**config.mk**
```make
export PLATFORM = sky130hd
export DESIGN_NAME = hmac_md5_engine_flat
export DESIGN_NICKNAME = d
export VERILOG_FILES = /design/src/design/hm5_pkg.sv /design/src/design/hm5_if.sv /design/src/design/hm5_mem.sv /design/src/design/hm5_core.sv /design/src/design/hmac_md5_engine.sv /design/src/flat_wrapper.sv
export SDC_FILE = /design/constraint.sdc
export NUM_CORES = 2
export LEC_CHECK = 0
export BUFFER_PORTS_ARGS = -buffer_cell sky130_fd_sc_hd__buf_2
export CAP_MARGIN = 15
export CORE_UTILIZATION = 63
export CTS_CLUSTER_DIAMETER = 80
export DETAILED_ROUTE_END_ITERATION = 16
export MAX_ROUTING_LAYER = met4
export PLACE_DENSITY = 0.84
export RECOVER_POWER = 50
export SYNTH_ARGS = -nofsm -noshare
export SYNTH_HDL_FRONTEND = slang
export SYNTH_SLANG_ARGS = --single-unit
export TNS_END_PERCENT = 100
```
**constraint.sdc**
```tcl
create_clock -name clock -period 16 [get_ports clock]
set_input_delay 1.6 -clock clock [delete_from_list [all_inputs] [get_ports clock]]
set_output_delay 1.6 -clock clock [all_outputs]
set_load 0.01 [all_outputs]
```
**src/design/hm5_pkg.sv**
```systemverilog
// ----------------------------------------------------------------------------
// HMAC-MD5 engine package
// Shared constants, state types and MD5 round tables.
// ----------------------------------------------------------------------------
`timescale 1ns / 1ps
`default_nettype none

package hm5_pkg;

   localparam int MAX_KEY_BYTES     = 128;
   localparam int MAX_MESSAGE_BYTES = 128;
   localparam int BLOCK_BYTES       = 64;
   localparam int CSR_INDEX_W       = 8;

   localparam logic [CSR_INDEX_W-1:0] CSR_TARGET_LOW  = 8'd0;
   localparam logic [CSR_INDEX_W-1:0] CSR_TARGET_HIGH = 8'd1;

   localparam logic [7:0]   IPAD_BYTE      = 8'h36;
   localparam logic [7:0]   OPAD_BYTE      = 8'h5C;
   localparam logic [7:0]   PAD_MARK       = 8'h80;
   localparam logic [11:0]  OUTER_LEN_BITS = 12'd640;
   localparam logic [127:0] MD5_IV = {32'h10325476, 32'h98badcfe, 32'hefcdab89, 32'h67452301};

   typedef enum logic [1:0] {
      PH_AWAIT_KEY,
      PH_KEY,
      PH_KEY_READY,
      PH_MSG
   } phase_type;

   typedef enum logic [2:0] {
      MODE_KEY_RAW,
      MODE_KEY_IPAD,
      MODE_KEY_OPAD,
      MODE_BUF,
      MODE_OUTER
   } mode_type;

   typedef enum logic [1:0] {
      DST_CHAIN,
      DST_OUTER,
      DST_RESULT
   } dst_type;

   typedef enum logic [1:0] {
      CORE_IDLE,
      CORE_PREP,
      CORE_RUN
   } core_state_type;

   typedef enum logic [4:0] {
      ST_IDLE,
      ST_KEYSTART,
      ST_KEYBYTE,
      ST_KEYBUF,
      ST_CHECKLAST,
      ST_CLOSE,
      ST_FIN_A,
      ST_FIN_B,
      ST_FIN_DONE,
      ST_MSG,
      ST_MSGPH,
      ST_OPAD,
      ST_MSGWR,
      ST_MSGLAST,
      ST_OUTER,
      ST_EMIT,
      ST_WAIT
   } state_type;

   function automatic logic [31:0] md5_k(input logic [5:0] i);
      logic [31:0] k;
      case (i)
         6'd0:  k = 32'hd76aa478;  6'd1:  k = 32'he8c7b756;
         6'd2:  k = 32'h242070db;  6'd3:  k = 32'hc1bdceee;
         6'd4:  k = 32'hf57c0faf;  6'd5:  k = 32'h4787c62a;
         6'd6:  k = 32'ha8304613;  6'd7:  k = 32'hfd469501;
         6'd8:  k = 32'h698098d8;  6'd9:  k = 32'h8b44f7af;
         6'd10: k = 32'hffff5bb1;  6'd11: k = 32'h895cd7be;
         6'd12: k = 32'h6b901122;  6'd13: k = 32'hfd987193;
         6'd14: k = 32'ha679438e;  6'd15: k = 32'h49b40821;
         6'd16: k = 32'hf61e2562;  6'd17: k = 32'hc040b340;
         6'd18: k = 32'h265e5a51;  6'd19: k = 32'he9b6c7aa;
         6'd20: k = 32'hd62f105d;  6'd21: k = 32'h02441453;
         6'd22: k = 32'hd8a1e681;  6'd23: k = 32'he7d3fbc8;
         6'd24: k = 32'h21e1cde6;  6'd25: k = 32'hc33707d6;
         6'd26: k = 32'hf4d50d87;  6'd27: k = 32'h455a14ed;
         6'd28: k = 32'ha9e3e905;  6'd29: k = 32'hfcefa3f8;
         6'd30: k = 32'h676f02d9;  6'd31: k = 32'h8d2a4c8a;
         6'd32: k = 32'hfffa3942;  6'd33: k = 32'h8771f681;
         6'd34: k = 32'h6d9d6122;  6'd35: k = 32'hfde5380c;
         6'd36: k = 32'ha4beea44;  6'd37: k = 32'h4bdecfa9;
         6'd38: k = 32'hf6bb4b60;  6'd39: k = 32'hbebfbc70;
         6'd40: k = 32'h289b7ec6;  6'd41: k = 32'heaa127fa;
         6'd42: k = 32'hd4ef3085;  6'd43: k = 32'h04881d05;
         6'd44: k = 32'hd9d4d039;  6'd45: k = 32'he6db99e5;
         6'd46: k = 32'h1fa27cf8;  6'd47: k = 32'hc4ac5665;
         6'd48: k = 32'hf4292244;  6'd49: k = 32'h432aff97;
         6'd50: k = 32'hab9423a7;  6'd51: k = 32'hfc93a039;
         6'd52: k = 32'h655b59c3;  6'd53: k = 32'h8f0ccc92;
         6'd54: k = 32'hffeff47d;  6'd55: k = 32'h85845dd1;
         6'd56: k = 32'h6fa87e4f;  6'd57: k = 32'hfe2ce6e0;
         6'd58: k = 32'ha3014314;  6'd59: k = 32'h4e0811a1;
         6'd60: k = 32'hf7537e82;  6'd61: k = 32'hbd3af235;
         6'd62: k = 32'h2ad7d2bb;  6'd63: k = 32'heb86d391;
         default: k = 32'h0;
      endcase
      return k;
   endfunction

   function automatic logic [4:0] md5_shift(input logic [5:0] i);
      logic [4:0] s;
      case ({i[5:4], i[1:0]})
         4'd0:  s = 5'd7;   4'd1:  s = 5'd12;  4'd2:  s = 5'd17;  4'd3:  s = 5'd22;
         4'd4:  s = 5'd5;   4'd5:  s = 5'd9;   4'd6:  s = 5'd14;  4'd7:  s = 5'd20;
         4'd8:  s = 5'd4;   4'd9:  s = 5'd11;  4'd10: s = 5'd16;  4'd11: s = 5'd23;
         4'd12: s = 5'd6;   4'd13: s = 5'd10;  4'd14: s = 5'd15;  4'd15: s = 5'd21;
         default: s = 5'd7;
      endcase
      return s;
   endfunction

   // Message word used by round i.
   function automatic logic [3:0] md5_g(input logic [5:0] i);
      logic [3:0] g;
      case (i[5:4])
         2'd0:    g = i[3:0];
         2'd1:    g = 4'(i[3:0] * 4'd5 + 4'd1);
         2'd2:    g = 4'(i[3:0] * 4'd3 + 4'd5);
         default: g = 4'(i[3:0] * 4'd7);
      endcase
      return g;
   endfunction

endpackage

`default_nettype wire

```
**src/design/hm5_if.sv**
```systemverilog
// ----------------------------------------------------------------------------
// HMAC-MD5 channel interfaces
// Request, response and register-write channels with valid/ready handshakes.
// ----------------------------------------------------------------------------
`timescale 1ns / 1ps
`default_nettype none

interface hm5_req_if;
   logic       valid;
   logic       ready;
   logic       req_type;
   logic [7:0] data_byte;
   logic       last_byte;
   modport source (output valid, req_type, data_byte, last_byte, input ready);
   modport sink   (input valid, req_type, data_byte, last_byte, output ready);
endinterface

interface hm5_rsp_if;
   logic        valid;
   logic        ready;
   logic [63:0] digest_half;
   logic        half_last;
   logic        match;
   modport source (output valid, digest_half, half_last, match, input ready);
   modport sink   (input valid, digest_half, half_last, match, output ready);
endinterface

interface hm5_csr_if;
   logic                            valid;
   logic                            ready;
   logic [hm5_pkg::CSR_INDEX_W-1:0] index;
   logic [63:0]                     data;
   modport source (output valid, index, data, input ready);
   modport sink   (input valid, index, data, output ready);
endinterface

`default_nettype wire

```
**src/design/hm5_mem.sv**
```systemverilog
// ----------------------------------------------------------------------------
// HMAC-MD5 block memory
// 32 x 32-bit words with byte writes: key block in the lower half, data block
// in the upper half. Key bytes carry valid bits so an unwritten byte reads 0.
// ----------------------------------------------------------------------------
`timescale 1ns / 1ps
`default_nettype none

module hm5_mem (
   input  wire logic        clock,
   input  wire logic        reset,
   input  wire logic        key_clear,
   input  wire logic        wr_en,
   input  wire logic [6:0]  wr_addr,
   input  wire logic [7:0]  wr_byte,
   input  wire logic [4:0]  rd_addr,
   output logic      [31:0] rd_data
);

   logic [31:0] mem [32];
   logic [63:0] kval_ff;
   logic [31:0] rd_ff;
   logic [3:0]  mask_ff;

   always_ff @(posedge clock) begin
      if (wr_en) begin
         mem[wr_addr[6:2]][{wr_addr[1:0], 3'b000} +: 8] <= wr_byte;
      end
      rd_ff   <= mem[rd_addr];
      mask_ff <= rd_addr[4] ? 4'hF : kval_ff[{rd_addr[3:0], 2'b00} +: 4];
   end

   always_ff @(posedge clock) begin
      if (reset || key_clear) begin
         kval_ff <= '0;
      end else if (wr_en && !wr_addr[6]) begin
         kval_ff[wr_addr[5:0]] <= 1'b1;
      end
   end

   always_comb begin
      for (int b = 0; b < 4; b++) begin
         rd_data[b*8 +: 8] = mask_ff[b] ? rd_ff[b*8 +: 8] : 8'h00;
      end
   end

endmodule

`default_nettype wire

```
**src/design/hm5_core.sv**
```systemverilog
// ----------------------------------------------------------------------------
// MD5 compression core
// One round per cycle; each message word is read from memory in the cycle before its round.
// ----------------------------------------------------------------------------
`timescale 1ns / 1ps
`default_nettype none

module hm5_core (
   input  wire logic         clock,
   input  wire logic         reset,
   input  wire logic         start,
   input  wire logic [127:0] init,
   input  wire logic [31:0]  word,
   output logic      [3:0]   rd_index,
   output logic              done,
   output logic      [127:0] digest
);

   hm5_pkg::core_state_type state_ff, state_in;
   logic [31:0]  a_ff, b_ff, c_ff, d_ff, a_in, b_in, c_in, d_in;
   logic [127:0] h_ff, h_in;
   logic [5:0]   rnd_ff, rnd_in;
   logic         done_ff, done_in;
   logic [31:0]  f, t;
   logic [63:0]  rot;

   always_ff @(posedge clock) begin
      if (reset) begin
         state_ff <= hm5_pkg::CORE_IDLE;
         done_ff  <= 1'b0;
      end else begin
         state_ff <= state_in;
         done_ff  <= done_in;
      end
      a_ff   <= a_in;
      b_ff   <= b_in;
      c_ff   <= c_in;
      d_ff   <= d_in;
      h_ff   <= h_in;
      rnd_ff <= rnd_in;
   end

   always_comb begin
      case (rnd_ff[5:4])
         2'd0:    f = (b_ff & c_ff) | (~b_ff & d_ff);
         2'd1:    f = (d_ff & b_ff) | (~d_ff & c_ff);
         2'd2:    f = b_ff ^ c_ff ^ d_ff;
         default: f = c_ff ^ (b_ff | ~d_ff);
      endcase
      t   = a_ff + f + hm5_pkg::md5_k(rnd_ff) + word;
      rot = {t, t} << hm5_pkg::md5_shift(rnd_ff);
   end

   always_comb begin
      state_in = state_ff;
      a_in     = a_ff;
      b_in     = b_ff;
      c_in     = c_ff;
      d_in     = d_ff;
      h_in     = h_ff;
      rnd_in   = rnd_ff;
      done_in  = 1'b0;
      rd_index = hm5_pkg::md5_g(6'd0);
      case (state_ff)
         hm5_pkg::CORE_IDLE: begin
            if (start) begin
               a_in     = init[31:0];
               b_in     = init[63:32];
               c_in     = init[95:64];
               d_in     = init[127:96];
               h_in     = init;
               state_in = hm5_pkg::CORE_PREP;
            end
         end
         hm5_pkg::CORE_PREP: begin
            rnd_in   = 6'd0;
            state_in = hm5_pkg::CORE_RUN;
         end
         hm5_pkg::CORE_RUN: begin
            rd_index = hm5_pkg::md5_g(rnd_ff + 6'd1);
            a_in     = d_ff;
            d_in     = c_ff;
            c_in     = b_ff;
            b_in     = b_ff + rot[63:32];
            rnd_in   = rnd_ff + 6'd1;
            if (rnd_ff == 6'd63) begin
               done_in  = 1'b1;
               state_in = hm5_pkg::CORE_IDLE;
            end
         end
         default: state_in = hm5_pkg::CORE_IDLE;
      endcase
   end

   assign done   = done_ff;
   assign digest = {h_ff[127:96] + d_ff, h_ff[95:64] + c_ff,
                    h_ff[63:32] + b_ff, h_ff[31:0] + a_ff};

endmodule

`default_nettype wire

```
**src/design/hmac_md5_engine.sv**
```systemverilog
// ----------------------------------------------------------------------------
// HMAC-MD5 engine
// Byte-serial HMAC-MD5 over 64-byte blocks with a compare against a target.
// ----------------------------------------------------------------------------
// Usage: key bytes (req_type 0) are sent first, last_byte closing the key;
// message bytes (req_type 1) follow, last_byte closing the message. After the
// final message byte two response transactions carry the digest, low half
// first, each flagged with whether the whole digest equals the target set
// through the register channel (index 0 low half, index 1 high half).
// Key and data blocks sit in one byte-writable word memory that the MD5 core
// reads one word per round. Each compression runs through start, prefetch,
// 64 rounds and done before the next control step. A message byte that
// completes a 64-byte block adds one compression, as do the 65th and 128th
// key bytes; the first message byte after a key adds two (inner and outer
// pad); the final message byte adds two or three (padding block(s) and outer
// hash). Closing a key longer than 64 bytes adds one or two compressions.
// One transaction is handled at a time. Reset clears the key (empty key),
// target registers, state, phase and the byte and response counters; no
// clearing pass is needed. A stalled response receiver does not block new
// requests until another digest is ready to be emitted.
// ----------------------------------------------------------------------------
`timescale 1ns / 1ps
`default_nettype none

module hmac_md5_engine #(
   parameter int MAX_KEY_BYTES     = hm5_pkg::MAX_KEY_BYTES,
   parameter int MAX_MESSAGE_BYTES = hm5_pkg::MAX_MESSAGE_BYTES
) (
   input  wire logic clock,
   input  wire logic reset,
   hm5_req_if.sink   req_ch,
   hm5_rsp_if.source rsp_ch,
   hm5_csr_if.sink   csr_ch
);

   hm5_pkg::state_type state_ff, state_in, ret_ff, ret_in, cret_ff, cret_in;
   hm5_pkg::phase_type phase_ff, phase_in;
   hm5_pkg::mode_type  mode_ff, mode_in;
   hm5_pkg::dst_type   dst_ff, dst_in;

   logic [7:0]   kc_ff, kc_in, mc_ff, mc_in;
   logic [127:0] chain_ff, chain_in, outer_ff, outer_in, kdig_ff, kdig_in;
   logic [127:0] rslt_ff, rslt_in;
   logic         hashed_ff, hashed_in;
   logic         last_ff, last_in;
   logic [7:0]   byte_ff, byte_in;
   logic [6:0]   rem_ff, rem_in;
   logic         put80_ff, put80_in, addlen_ff, addlen_in, fkey_ff, fkey_in;
   logic [11:0]  len_ff, len_in;
   logic [3:0]   j_ff;
   logic [63:0]  tlo_ff, thi_ff;
   logic [1:0]   cnt_ff, cnt_in;
   logic [63:0]  olo_ff, olo_in, ohi_ff, ohi_in;
   logic         omatch_ff, omatch_in;

   logic         job_start;
   logic [127:0] core_init;
   logic [3:0]   core_idx;
   logic         core_done;
   logic [127:0] core_digest;
   logic [31:0]  mem_rd, word, kw;
   logic         mem_we, key_clear;
   logic [6:0]   mem_waddr;
   logic [6:0]   pos;
   logic [8:0]   mlen;

   hm5_mem u_mem (
      .clock     (clock),
      .reset     (reset),
      .key_clear (key_clear),
      .wr_en     (mem_we),
      .wr_addr   (mem_waddr),
      .wr_byte   (byte_ff),
      .rd_addr   ({mode_ff == hm5_pkg::MODE_BUF, core_idx}),
      .rd_data   (mem_rd)
   );

   hm5_core u_core (
      .clock    (clock),
      .reset    (reset),
      .start    (job_start),
      .init     (core_init),
      .word     (word),
      .rd_index (core_idx),
      .done     (core_done),
      .digest   (core_digest)
   );

   assign csr_ch.ready       = 1'b1;
   assign rsp_ch.valid       = (cnt_ff != 2'd0);
   assign rsp_ch.digest_half = (cnt_ff == 2'd2) ? olo_ff : ohi_ff;
   assign rsp_ch.half_last   = (cnt_ff == 2'd1);
   assign rsp_ch.match       = omatch_ff;

   always_ff @(posedge clock) begin
      if (reset) begin
         state_ff  <= hm5_pkg::ST_IDLE;
         phase_ff  <= hm5_pkg::PH_AWAIT_KEY;
         kc_ff     <= 8'd0;
         mc_ff     <= 8'd0;
         hashed_ff <= 1'b0;
         chain_ff  <= hm5_pkg::MD5_IV;
         cnt_ff    <= 2'd0;
         tlo_ff    <= 64'd0;
         thi_ff    <= 64'd0;
      end else begin
         state_ff  <= state_in;
         phase_ff  <= phase_in;
         kc_ff     <= kc_in;
         mc_ff     <= mc_in;
         hashed_ff <= hashed_in;
         chain_ff  <= chain_in;
         cnt_ff    <= cnt_in;
         if (csr_ch.valid && csr_ch.index == hm5_pkg::CSR_TARGET_LOW) begin
            tlo_ff <= csr_ch.data;
         end
         if (csr_ch.valid && csr_ch.index == hm5_pkg::CSR_TARGET_HIGH) begin
            thi_ff <= csr_ch.data;
         end
      end
      ret_ff    <= ret_in;
      cret_ff   <= cret_in;
      mode_ff   <= mode_in;
      dst_ff    <= dst_in;
      outer_ff  <= outer_in;
      kdig_ff   <= kdig_in;
      rslt_ff   <= rslt_in;
      last_ff   <= last_in;
      byte_ff   <= byte_in;
      rem_ff    <= rem_in;
      put80_ff  <= put80_in;
      addlen_ff <= addlen_in;
      fkey_ff   <= fkey_in;
      len_ff    <= len_in;
      j_ff      <= core_idx;
      olo_ff    <= olo_in;
      ohi_ff    <= ohi_in;
      omatch_ff <= omatch_in;
   end

   // Message word presented to the core, built from the memory word read in the
   // previous cycle, hashed key or inner digest, plus padding, length, pad bytes.
   always_comb begin
      kw = mem_rd;
      if (hashed_ff) begin
         kw = (j_ff[3:2] == 2'd0) ? kdig_ff[{j_ff[1:0], 5'b00000} +: 32] : 32'd0;
      end
      word = 32'd0;
      pos  = 7'd0;
      case (mode_ff)
         hm5_pkg::MODE_KEY_RAW:  word = kw;
         hm5_pkg::MODE_KEY_IPAD: word = kw ^ {4{hm5_pkg::IPAD_BYTE}};
         hm5_pkg::MODE_KEY_OPAD: word = kw ^ {4{hm5_pkg::OPAD_BYTE}};
         hm5_pkg::MODE_BUF: begin
            for (int b = 0; b < 4; b++) begin
               pos = {1'b0, j_ff, 2'(b)};
               if (pos < rem_ff) begin
                  word[b*8 +: 8] = mem_rd[b*8 +: 8];
               end else if (pos == rem_ff && put80_ff) begin
                  word[b*8 +: 8] = hm5_pkg::PAD_MARK;
               end else begin
                  word[b*8 +: 8] = 8'h00;
               end
            end
            if (addlen_ff && j_ff == 4'd14) begin
               word = {20'd0, len_ff};
            end else if (addlen_ff && j_ff == 4'd15) begin
               word = 32'd0;
            end
         end
         hm5_pkg::MODE_OUTER: begin
            if (j_ff[3:2] == 2'd0) begin
               word = chain_ff[{j_ff[1:0], 5'b00000} +: 32];
            end else if (j_ff == 4'd4) begin
               word = {24'd0, hm5_pkg::PAD_MARK};
            end else if (j_ff == 4'd14) begin
               word = {20'd0, hm5_pkg::OUTER_LEN_BITS};
            end
         end
         default: word = 32'd0;
      endcase
   end

   always_comb begin
      state_in  = state_ff;
      phase_in  = phase_ff;
      ret_in    = ret_ff;
      cret_in   = cret_ff;
      mode_in   = mode_ff;
      dst_in    = dst_ff;
      kc_in     = kc_ff;
      mc_in     = mc_ff;
      chain_in  = chain_ff;
      outer_in  = outer_ff;
      kdig_in   = kdig_ff;
      rslt_in   = rslt_ff;
      hashed_in = hashed_ff;
      last_in   = last_ff;
      byte_in   = byte_ff;
      rem_in    = rem_ff;
      put80_in  = put80_ff;
      addlen_in = addlen_ff;
      fkey_in   = fkey_ff;
      len_in    = len_ff;
      olo_in    = olo_ff;
      ohi_in    = ohi_ff;
      omatch_in = omatch_ff;
      cnt_in    = cnt_ff;
      req_ch.ready = 1'b0;
      job_start = 1'b0;
      core_init = chain_ff;
      mem_we    = 1'b0;
      mem_waddr = 7'd0;
      key_clear = 1'b0;
      mlen      = {1'b0, mc_ff} + 9'd64;

      if (rsp_ch.valid && rsp_ch.ready) begin
         cnt_in = cnt_ff - 2'd1;
      end

      case (state_ff)
         hm5_pkg::ST_IDLE: begin
            req_ch.ready = 1'b1;
            if (req_ch.valid) begin
               byte_in  = req_ch.data_byte;
               last_in  = req_ch.last_byte;
               state_in = req_ch.req_type ? hm5_pkg::ST_MSG : hm5_pkg::ST_KEYSTART;
            end
         end
         hm5_pkg::ST_KEYSTART: begin
            if (phase_ff != hm5_pkg::PH_KEY) begin
               key_clear = 1'b1;
               kc_in     = 8'd0;
               chain_in  = hm5_pkg::MD5_IV;
               hashed_in = 1'b0;
               phase_in  = hm5_pkg::PH_KEY;
            end
            state_in = hm5_pkg::ST_KEYBYTE;
         end
         hm5_pkg::ST_KEYBYTE: begin
            state_in = hm5_pkg::ST_CHECKLAST;
            if (kc_ff < 8'(MAX_KEY_BYTES)) begin
               if (kc_ff < 8'(hm5_pkg::BLOCK_BYTES)) begin
                  mem_we    = 1'b1;
                  mem_waddr = {1'b0, kc_ff[5:0]};
                  kc_in     = kc_ff + 8'd1;
               end else if (kc_ff == 8'(hm5_pkg::BLOCK_BYTES)) begin
                  // The first full key block is hashed before the key spills.
                  job_start = 1'b1;
                  mode_in   = hm5_pkg::MODE_KEY_RAW;
                  dst_in    = hm5_pkg::DST_CHAIN;
                  ret_in    = hm5_pkg::ST_KEYBUF;
                  state_in  = hm5_pkg::ST_WAIT;
               end else begin
                  state_in = hm5_pkg::ST_KEYBUF;
               end
            end
         end
         hm5_pkg::ST_KEYBUF: begin
            mem_we    = 1'b1;
            mem_waddr = {1'b1, kc_ff[5:0]};
            kc_in     = kc_ff + 8'd1;
            state_in  = hm5_pkg::ST_CHECKLAST;
            if (kc_ff[5:0] == 6'd63) begin
               job_start = 1'b1;
               mode_in   = hm5_pkg::MODE_BUF;
               rem_in    = 7'd64;
               put80_in  = 1'b0;
               addlen_in = 1'b0;
               dst_in    = hm5_pkg::DST_CHAIN;
               ret_in    = hm5_pkg::ST_CHECKLAST;
               state_in  = hm5_pkg::ST_WAIT;
            end
         end
         hm5_pkg::ST_CHECKLAST: begin
            if (last_ff) begin
               cret_in  = hm5_pkg::ST_IDLE;
               state_in = hm5_pkg::ST_CLOSE;
            end else begin
               state_in = hm5_pkg::ST_IDLE;
            end
         end
         hm5_pkg::ST_CLOSE: begin
            if (kc_ff > 8'(hm5_pkg::BLOCK_BYTES)) begin
               rem_in   = {1'b0, kc_ff[5:0]};
               len_in   = {1'b0, kc_ff, 3'b000};
               fkey_in  = 1'b1;
               state_in = hm5_pkg::ST_FIN_A;
            end else begin
               phase_in = hm5_pkg::PH_KEY_READY;
               state_in = cret_ff;
            end
         end
         hm5_pkg::ST_FIN_A: begin
            job_start = 1'b1;
            mode_in   = hm5_pkg::MODE_BUF;
            put80_in  = 1'b1;
            addlen_in = (rem_ff < 7'd56);
            dst_in    = hm5_pkg::DST_CHAIN;
            ret_in    = (rem_ff < 7'd56) ? hm5_pkg::ST_FIN_DONE : hm5_pkg::ST_FIN_B;
            state_in  = hm5_pkg::ST_WAIT;
         end
         hm5_pkg::ST_FIN_B: begin
            job_start = 1'b1;
            mode_in   = hm5_pkg::MODE_BUF;
            rem_in    = 7'd0;
            put80_in  = 1'b0;
            addlen_in = 1'b1;
            dst_in    = hm5_pkg::DST_CHAIN;
            ret_in    = hm5_pkg::ST_FIN_DONE;
            state_in  = hm5_pkg::ST_WAIT;
         end
         hm5_pkg::ST_FIN_DONE: begin
            if (fkey_ff) begin
               kdig_in   = chain_ff;
               hashed_in = 1'b1;
               phase_in  = hm5_pkg::PH_KEY_READY;
               state_in  = cret_ff;
            end else begin
               state_in = hm5_pkg::ST_OUTER;
            end
         end
         hm5_pkg::ST_MSG: begin
            if (phase_ff == hm5_pkg::PH_AWAIT_KEY || phase_ff == hm5_pkg::PH_KEY) begin
               cret_in  = hm5_pkg::ST_MSGPH;
               state_in = hm5_pkg::ST_CLOSE;
            end else begin
               state_in = hm5_pkg::ST_MSGPH;
            end
         end
         hm5_pkg::ST_MSGPH: begin
            if (phase_ff == hm5_pkg::PH_KEY_READY) begin
               job_start = 1'b1;
               core_init = hm5_pkg::MD5_IV;
               mode_in   = hm5_pkg::MODE_KEY_IPAD;
               dst_in    = hm5_pkg::DST_CHAIN;
               ret_in    = hm5_pkg::ST_OPAD;
               state_in  = hm5_pkg::ST_WAIT;
            end else begin
               state_in = hm5_pkg::ST_MSGWR;
            end
         end
         hm5_pkg::ST_OPAD: begin
            job_start = 1'b1;
            core_init = hm5_pkg::MD5_IV;
            mode_in   = hm5_pkg::MODE_KEY_OPAD;
            dst_in    = hm5_pkg::DST_OUTER;
            ret_in    = hm5_pkg::ST_MSGWR;
            mc_in     = 8'd0;
            phase_in  = hm5_pkg::PH_MSG;
            state_in  = hm5_pkg::ST_WAIT;
         end
         hm5_pkg::ST_MSGWR: begin
            state_in = hm5_pkg::ST_MSGLAST;
            if (mc_ff < 8'(MAX_MESSAGE_BYTES)) begin
               mem_we    = 1'b1;
               mem_waddr = {1'b1, mc_ff[5:0]};
               mc_in     = mc_ff + 8'd1;
               if (mc_ff[5:0] == 6'd63) begin
                  job_start = 1'b1;
                  mode_in   = hm5_pkg::MODE_BUF;
                  rem_in    = 7'd64;
                  put80_in  = 1'b0;
                  addlen_in = 1'b0;
                  dst_in    = hm5_pkg::DST_CHAIN;
                  ret_in    = hm5_pkg::ST_MSGLAST;
                  state_in  = hm5_pkg::ST_WAIT;
               end
            end
         end
         hm5_pkg::ST_MSGLAST: begin
            if (last_ff) begin
               rem_in   = {1'b0, mc_ff[5:0]};
               len_in   = {mlen, 3'b000};
               fkey_in  = 1'b0;
               state_in = hm5_pkg::ST_FIN_A;
            end else begin
               state_in = hm5_pkg::ST_IDLE;
            end
         end
         hm5_pkg::ST_OUTER: begin
            job_start = 1'b1;
            core_init = outer_ff;
            mode_in   = hm5_pkg::MODE_OUTER;
            dst_in    = hm5_pkg::DST_RESULT;
            ret_in    = hm5_pkg::ST_EMIT;
            state_in  = hm5_pkg::ST_WAIT;
         end
         hm5_pkg::ST_EMIT: begin
            // Waits only if the previous digest has not been fully taken.
            if (cnt_ff == 2'd0) begin
               olo_in    = rslt_ff[63:0];
               ohi_in    = rslt_ff[127:64];
               omatch_in = (rslt_ff == {thi_ff, tlo_ff});
               cnt_in    = 2'd2;
               phase_in  = hm5_pkg::PH_KEY_READY;
               state_in  = hm5_pkg::ST_IDLE;
            end
         end
         hm5_pkg::ST_WAIT: begin
            if (core_done) begin
               case (dst_ff)
                  hm5_pkg::DST_CHAIN: chain_in = core_digest;
                  hm5_pkg::DST_OUTER: outer_in = core_digest;
                  default:            rslt_in  = core_digest;
               endcase
               state_in = ret_ff;
            end
         end
         default: state_in = hm5_pkg::ST_IDLE;
      endcase
   end

endmodule

`default_nettype wire
```
**src/flat_wrapper.sv**
```systemverilog
// flat-port wrapper written by rule: the top's interface ports become plain ports
module hmac_md5_engine_flat 
#(
   parameter int MAX_KEY_BYTES     = hm5_pkg::MAX_KEY_BYTES,
   parameter int MAX_MESSAGE_BYTES = hm5_pkg::MAX_MESSAGE_BYTES
)
  (clock, reset, req_ch_valid, req_ch_req_type, req_ch_data_byte, req_ch_last_byte, req_ch_ready, rsp_ch_valid, rsp_ch_digest_half, rsp_ch_half_last, rsp_ch_match, rsp_ch_ready, csr_ch_valid, csr_ch_index, csr_ch_data, csr_ch_ready);
  hm5_req_if req_ch_i ();
  hm5_rsp_if rsp_ch_i ();
  hm5_csr_if csr_ch_i ();
  input  wire logic clock;
  input  wire logic reset;
  input wire logic [$bits(req_ch_i.valid)-1:0] req_ch_valid;
  input wire logic [$bits(req_ch_i.req_type)-1:0] req_ch_req_type;
  input wire logic [$bits(req_ch_i.data_byte)-1:0] req_ch_data_byte;
  input wire logic [$bits(req_ch_i.last_byte)-1:0] req_ch_last_byte;
  output wire logic [$bits(req_ch_i.ready)-1:0] req_ch_ready;
  output wire logic [$bits(rsp_ch_i.valid)-1:0] rsp_ch_valid;
  output wire logic [$bits(rsp_ch_i.digest_half)-1:0] rsp_ch_digest_half;
  output wire logic [$bits(rsp_ch_i.half_last)-1:0] rsp_ch_half_last;
  output wire logic [$bits(rsp_ch_i.match)-1:0] rsp_ch_match;
  input wire logic [$bits(rsp_ch_i.ready)-1:0] rsp_ch_ready;
  input wire logic [$bits(csr_ch_i.valid)-1:0] csr_ch_valid;
  input wire logic [$bits(csr_ch_i.index)-1:0] csr_ch_index;
  input wire logic [$bits(csr_ch_i.data)-1:0] csr_ch_data;
  output wire logic [$bits(csr_ch_i.ready)-1:0] csr_ch_ready;
  assign req_ch_i.valid = req_ch_valid;
  assign req_ch_i.req_type = req_ch_req_type;
  assign req_ch_i.data_byte = req_ch_data_byte;
  assign req_ch_i.last_byte = req_ch_last_byte;
  assign req_ch_ready = req_ch_i.ready;
  assign rsp_ch_valid = rsp_ch_i.valid;
  assign rsp_ch_digest_half = rsp_ch_i.digest_half;
  assign rsp_ch_half_last = rsp_ch_i.half_last;
  assign rsp_ch_match = rsp_ch_i.match;
  assign rsp_ch_i.ready = rsp_ch_ready;
  assign csr_ch_i.valid = csr_ch_valid;
  assign csr_ch_i.index = csr_ch_index;
  assign csr_ch_i.data = csr_ch_data;
  assign csr_ch_ready = csr_ch_i.ready;
  hmac_md5_engine #(.MAX_KEY_BYTES(MAX_KEY_BYTES), .MAX_MESSAGE_BYTES(MAX_MESSAGE_BYTES)) u_core (.clock(clock), .reset(reset), .req_ch(req_ch_i), .rsp_ch(rsp_ch_i), .csr_ch(csr_ch_i));
endmodule
```
==> out/qor.txt <==
Status = complete, but fails checks
Failing checks = capacitance limit, slew limit
CP max stage delay = 4.98 ns
IO Port Bufs = 154
Fill cell total of the finished layout = 11.3k
Worst-path cell chain = buf_4 -> clkinv_1 -> xnor2_1 -> nor2_1 -> xnor2_1 -> nand2b_4 -> clkinvlp_2 -> buf_4 -> buf_4 -> nand2_1 -> and3_1 -> a311oi_1 -> a311oi_1 -> a31oi_1 -> a21oi_1 -> inv_1
Layout cells sized above 1 = 0.0917
Die area = 171000 sq um
First-pass GRT wire length = 499000 um
Vias in the first global route = 77.0k
Via count = 81.7k
# Post-CTS Setup Buffers = 0
Clock slew at reported path FFs = 0.06 ns
Placed Area = 109000 sq um
H-tree levels = 4
PostCTS Resize Cnt = 0
Maximum vdd drop = 0.338 mV
RePlAce Congestion = 1.02
Syn. warnings = 0
Drt initial violations = 14.0k
Top-Level Pins = 156
Tightest Pin Transition = 9.08 ns
Setup Skew = 0.0828 ns
Worst slew margin = -5.05
Initial DRT Pass Iterations = 8
Mapped Avg Cell Area = 11.2 sq um
DR WL/cell = 29.0 um
Dpl hpwl = 230000 um
Worst Setup Start Kind = flop
Post-Synth XOR/XNOR Area = 0.0296
Final WL = 343000 um
Sequential fraction of the synthesis area = 0.598
Fin crit period = 12.81 ns
Area grow syn2layout = 9.05%
Die Ht = 413 um
Max-cap violations = 28
CTS tree = done
Initial core utilization = 0.636
Top FF cell, synth = edfxtp_1
Unique masters post-synth = 100
Syn nets = 9883
Largest net degree at the start of global routing = 185
Most frequent cells in the layout = edfxtp_1, nand2_1, nand3_1, nor2_1, a21oi_1
Slew Limit Fails = 1961
Total track usage = 0.408
Static Leakage = 40.9 nW
Setup CP Type = flop to flop
# DRC = 0
CP Buf/Inv Count = 6
Synth Area in Simple Gates = 0.147
Nets = 9809
Top post-synthesis cells by area = edfxtp_1, dfxtp_1, nand2_1
EDFF count, synth = 1837
Antenna Nets Post-Route = 0
Crit path capture type = flop
Cell mode on critical path = buf_4
Core Box Area = 168000 sq um
Post-route setup TNS = 0 ns
# setup viols final = 0
CTS Sinks = 2263
Commonest non-fill, non-tap cell in the layout = edfxtp_1
Synth Area in Adders = 0.0402
Crit path DAT = 13.53 ns
Worst skew pair latency = 0.88 ns
Critical path depth = 16
Main combinational cell family by area after synthesis = simple AND/OR/NAND/NOR gates
RSZ-0062 raised after global routing = false
Synth top area share = 0.518
Largest area contributor in the netlist = edfxtp_1
Final Hold Fails = 0
Fin crit share = 0.800
R2R cell count = 16
CTS Buf Count = 218
CP max-delay cell = clkinvlp_2
Synthesized flop and latch total = 2263
Critical path fanouts, max = 173
Hold crit path type = flop to flop
Synth Cell Area = 107000 sq um
Hold Path Depth = 2
Syn Inst Count = 9495
Die width = 413 um
Initial antenna violation count = 14
Root buf cell = clkbuf_16
Compound-cell area share of the yosys netlist = 0.110
PD cells = 206 nW/um^2
Std cell rows = 150
CTS Hold Buffers Added = 0
Max Root-Sink Buffers = 3
Final Cell Area = 116000 sq um
Async S/R FF share, synth = 0
Maximum clock rate = 78.1 MHz
WP data required = 16.73 ns
Mux share of post-synthesis cell area = 0.0457
GR Overflow Total = 0
Top delay family on crit path = buffers and inverters
Via/cell ratio = 6.90
==> cells by family after synthesis <==
| kind of cell | Yosys count |
|---|---|
| compound gates | 1774 |
| xor+xnor | 358 |
| fa+ha+maj | 302 |
| buf+inv | 831 |
| flops | 2263 |
| mux | 366 |
| other cells | 1 |
| simple gates | 3600 |
==> flip-flops by register name, indices dropped and copies added, names as in the netlist, 128 cells and up, named ones only <==
signal,flops
u_core.rslt_ff,128
u_core.outer_ff,128
u_core.kdig_ff,128
u_core.u_core.h_ff,128
u_core.u_mem.mem,1024
u_core.chain_ff,128
==> stage by stage <==
step / hold WS (ns) / util / cells / power [mW] / worst slack, ns
floorplan: 0.437 / - / 9495 / 15.0 / 4.85
global placement: 0.447 / 0.650 / 11393 / 18.3 / 5.28
detailed placement: 0.455 / 0.651 / 11394 / 18.4 / 5.32
CTS: 0.468 / 0.693 / 11803 / 23.6 / 5.26
global route: 0.478 / 0.693 / 11826 / 24.9 / 2.43
finish: 0.467 / 0.693 / 11832 / 24.0 / 3.19
==> tightest hold or removal path: stages (launching register included) <==
cell     delay, ns
dfxtp_1       0.32
nand2_1       0.05
a21oi_1       0.05
==> power by group <==
group	switching [mW]	total [mW]	internal [mW]
Sequential	0.241	6.98	6.74
Combinational	7.47	11.7	4.28
Clock	2.31	5.22	2.91
Total	10.0	24.0	13.9
==> cell usage after synthesis, types with 7 or more instances <==
library cell / number
a22o_1: 84
nor3b_1: 7
clkbuf_1: 511
mux4_2: 74
nand3_1: 711
o221ai_1: 13
fa_1: 68
edfxtp_1: 1837
nor2_1: 591
o22a_1: 20
nor3_1: 57
a211oi_1: 45
and2_1: 49
o31ai_1: 15
buf_1: 52
nor4_1: 17
o31a_1: 7
or3_1: 28
nand2b_1: 83
a21oi_1: 538
a221oi_1: 33
inv_1: 246
a21boi_0: 8
or2_2: 44
o21bai_1: 24
o21ai_1: 7
xor2_1: 69
o22ai_1: 64
a21o_1: 93
nand2_1: 1806
nand4_1: 49
a22oi_1: 95
o21ai_0: 244
mux2i_1: 81
mux2_2: 208
a31oi_1: 79
and3_1: 105
o211ai_1: 99
xnor2_1: 288
nor2b_1: 30
o21a_1: 47
dfxtp_1: 426
ha_1: 233
a311oi_1: 182
==> final cells by class <==
class,count,area (sq um),share of cell area
flip-flops and latches,2263,63700,0.548
multi-input cells,6401,39900,0.343
repair buffers,280,1700,0.0147
inverters,257,977,0.00841
diodes,18,45.0,0.000388
clock inverters,114,1220,0.0105
clock buffers,295,5960,0.0512
well taps,2204,2760,0.0237
==> per-layer routing <==
layer | share of wire | GRT usage | vias up
li1 | - | - | 34496
met1 | 0.34 | 0.502 | 39331
met2 | 0.45 | 0.614 | 6494
met3 | 0.12 | 0.0801 | 1332
met4 | 0.085 | 0.272 | 0
met5 | 0 | - | -
==> path summary, 6_finish.rpt <==
path	start	endpoint	slack [ns]
worst max-delay path	u_core.u_core.rnd_ff[4]	u_core.u_mem.rd_ff[7]	3.19
worst min-delay path	u_core.tlo_ff[35]	u_core.tlo_ff[35]	0.47
worst max register to register	u_core.u_core.rnd_ff[4]	u_core.u_mem.rd_ff[7]	3.19
worst min register to register	u_core.tlo_ff[35]	u_core.tlo_ff[35]	0.47
(Power assumes the default switching activity.)
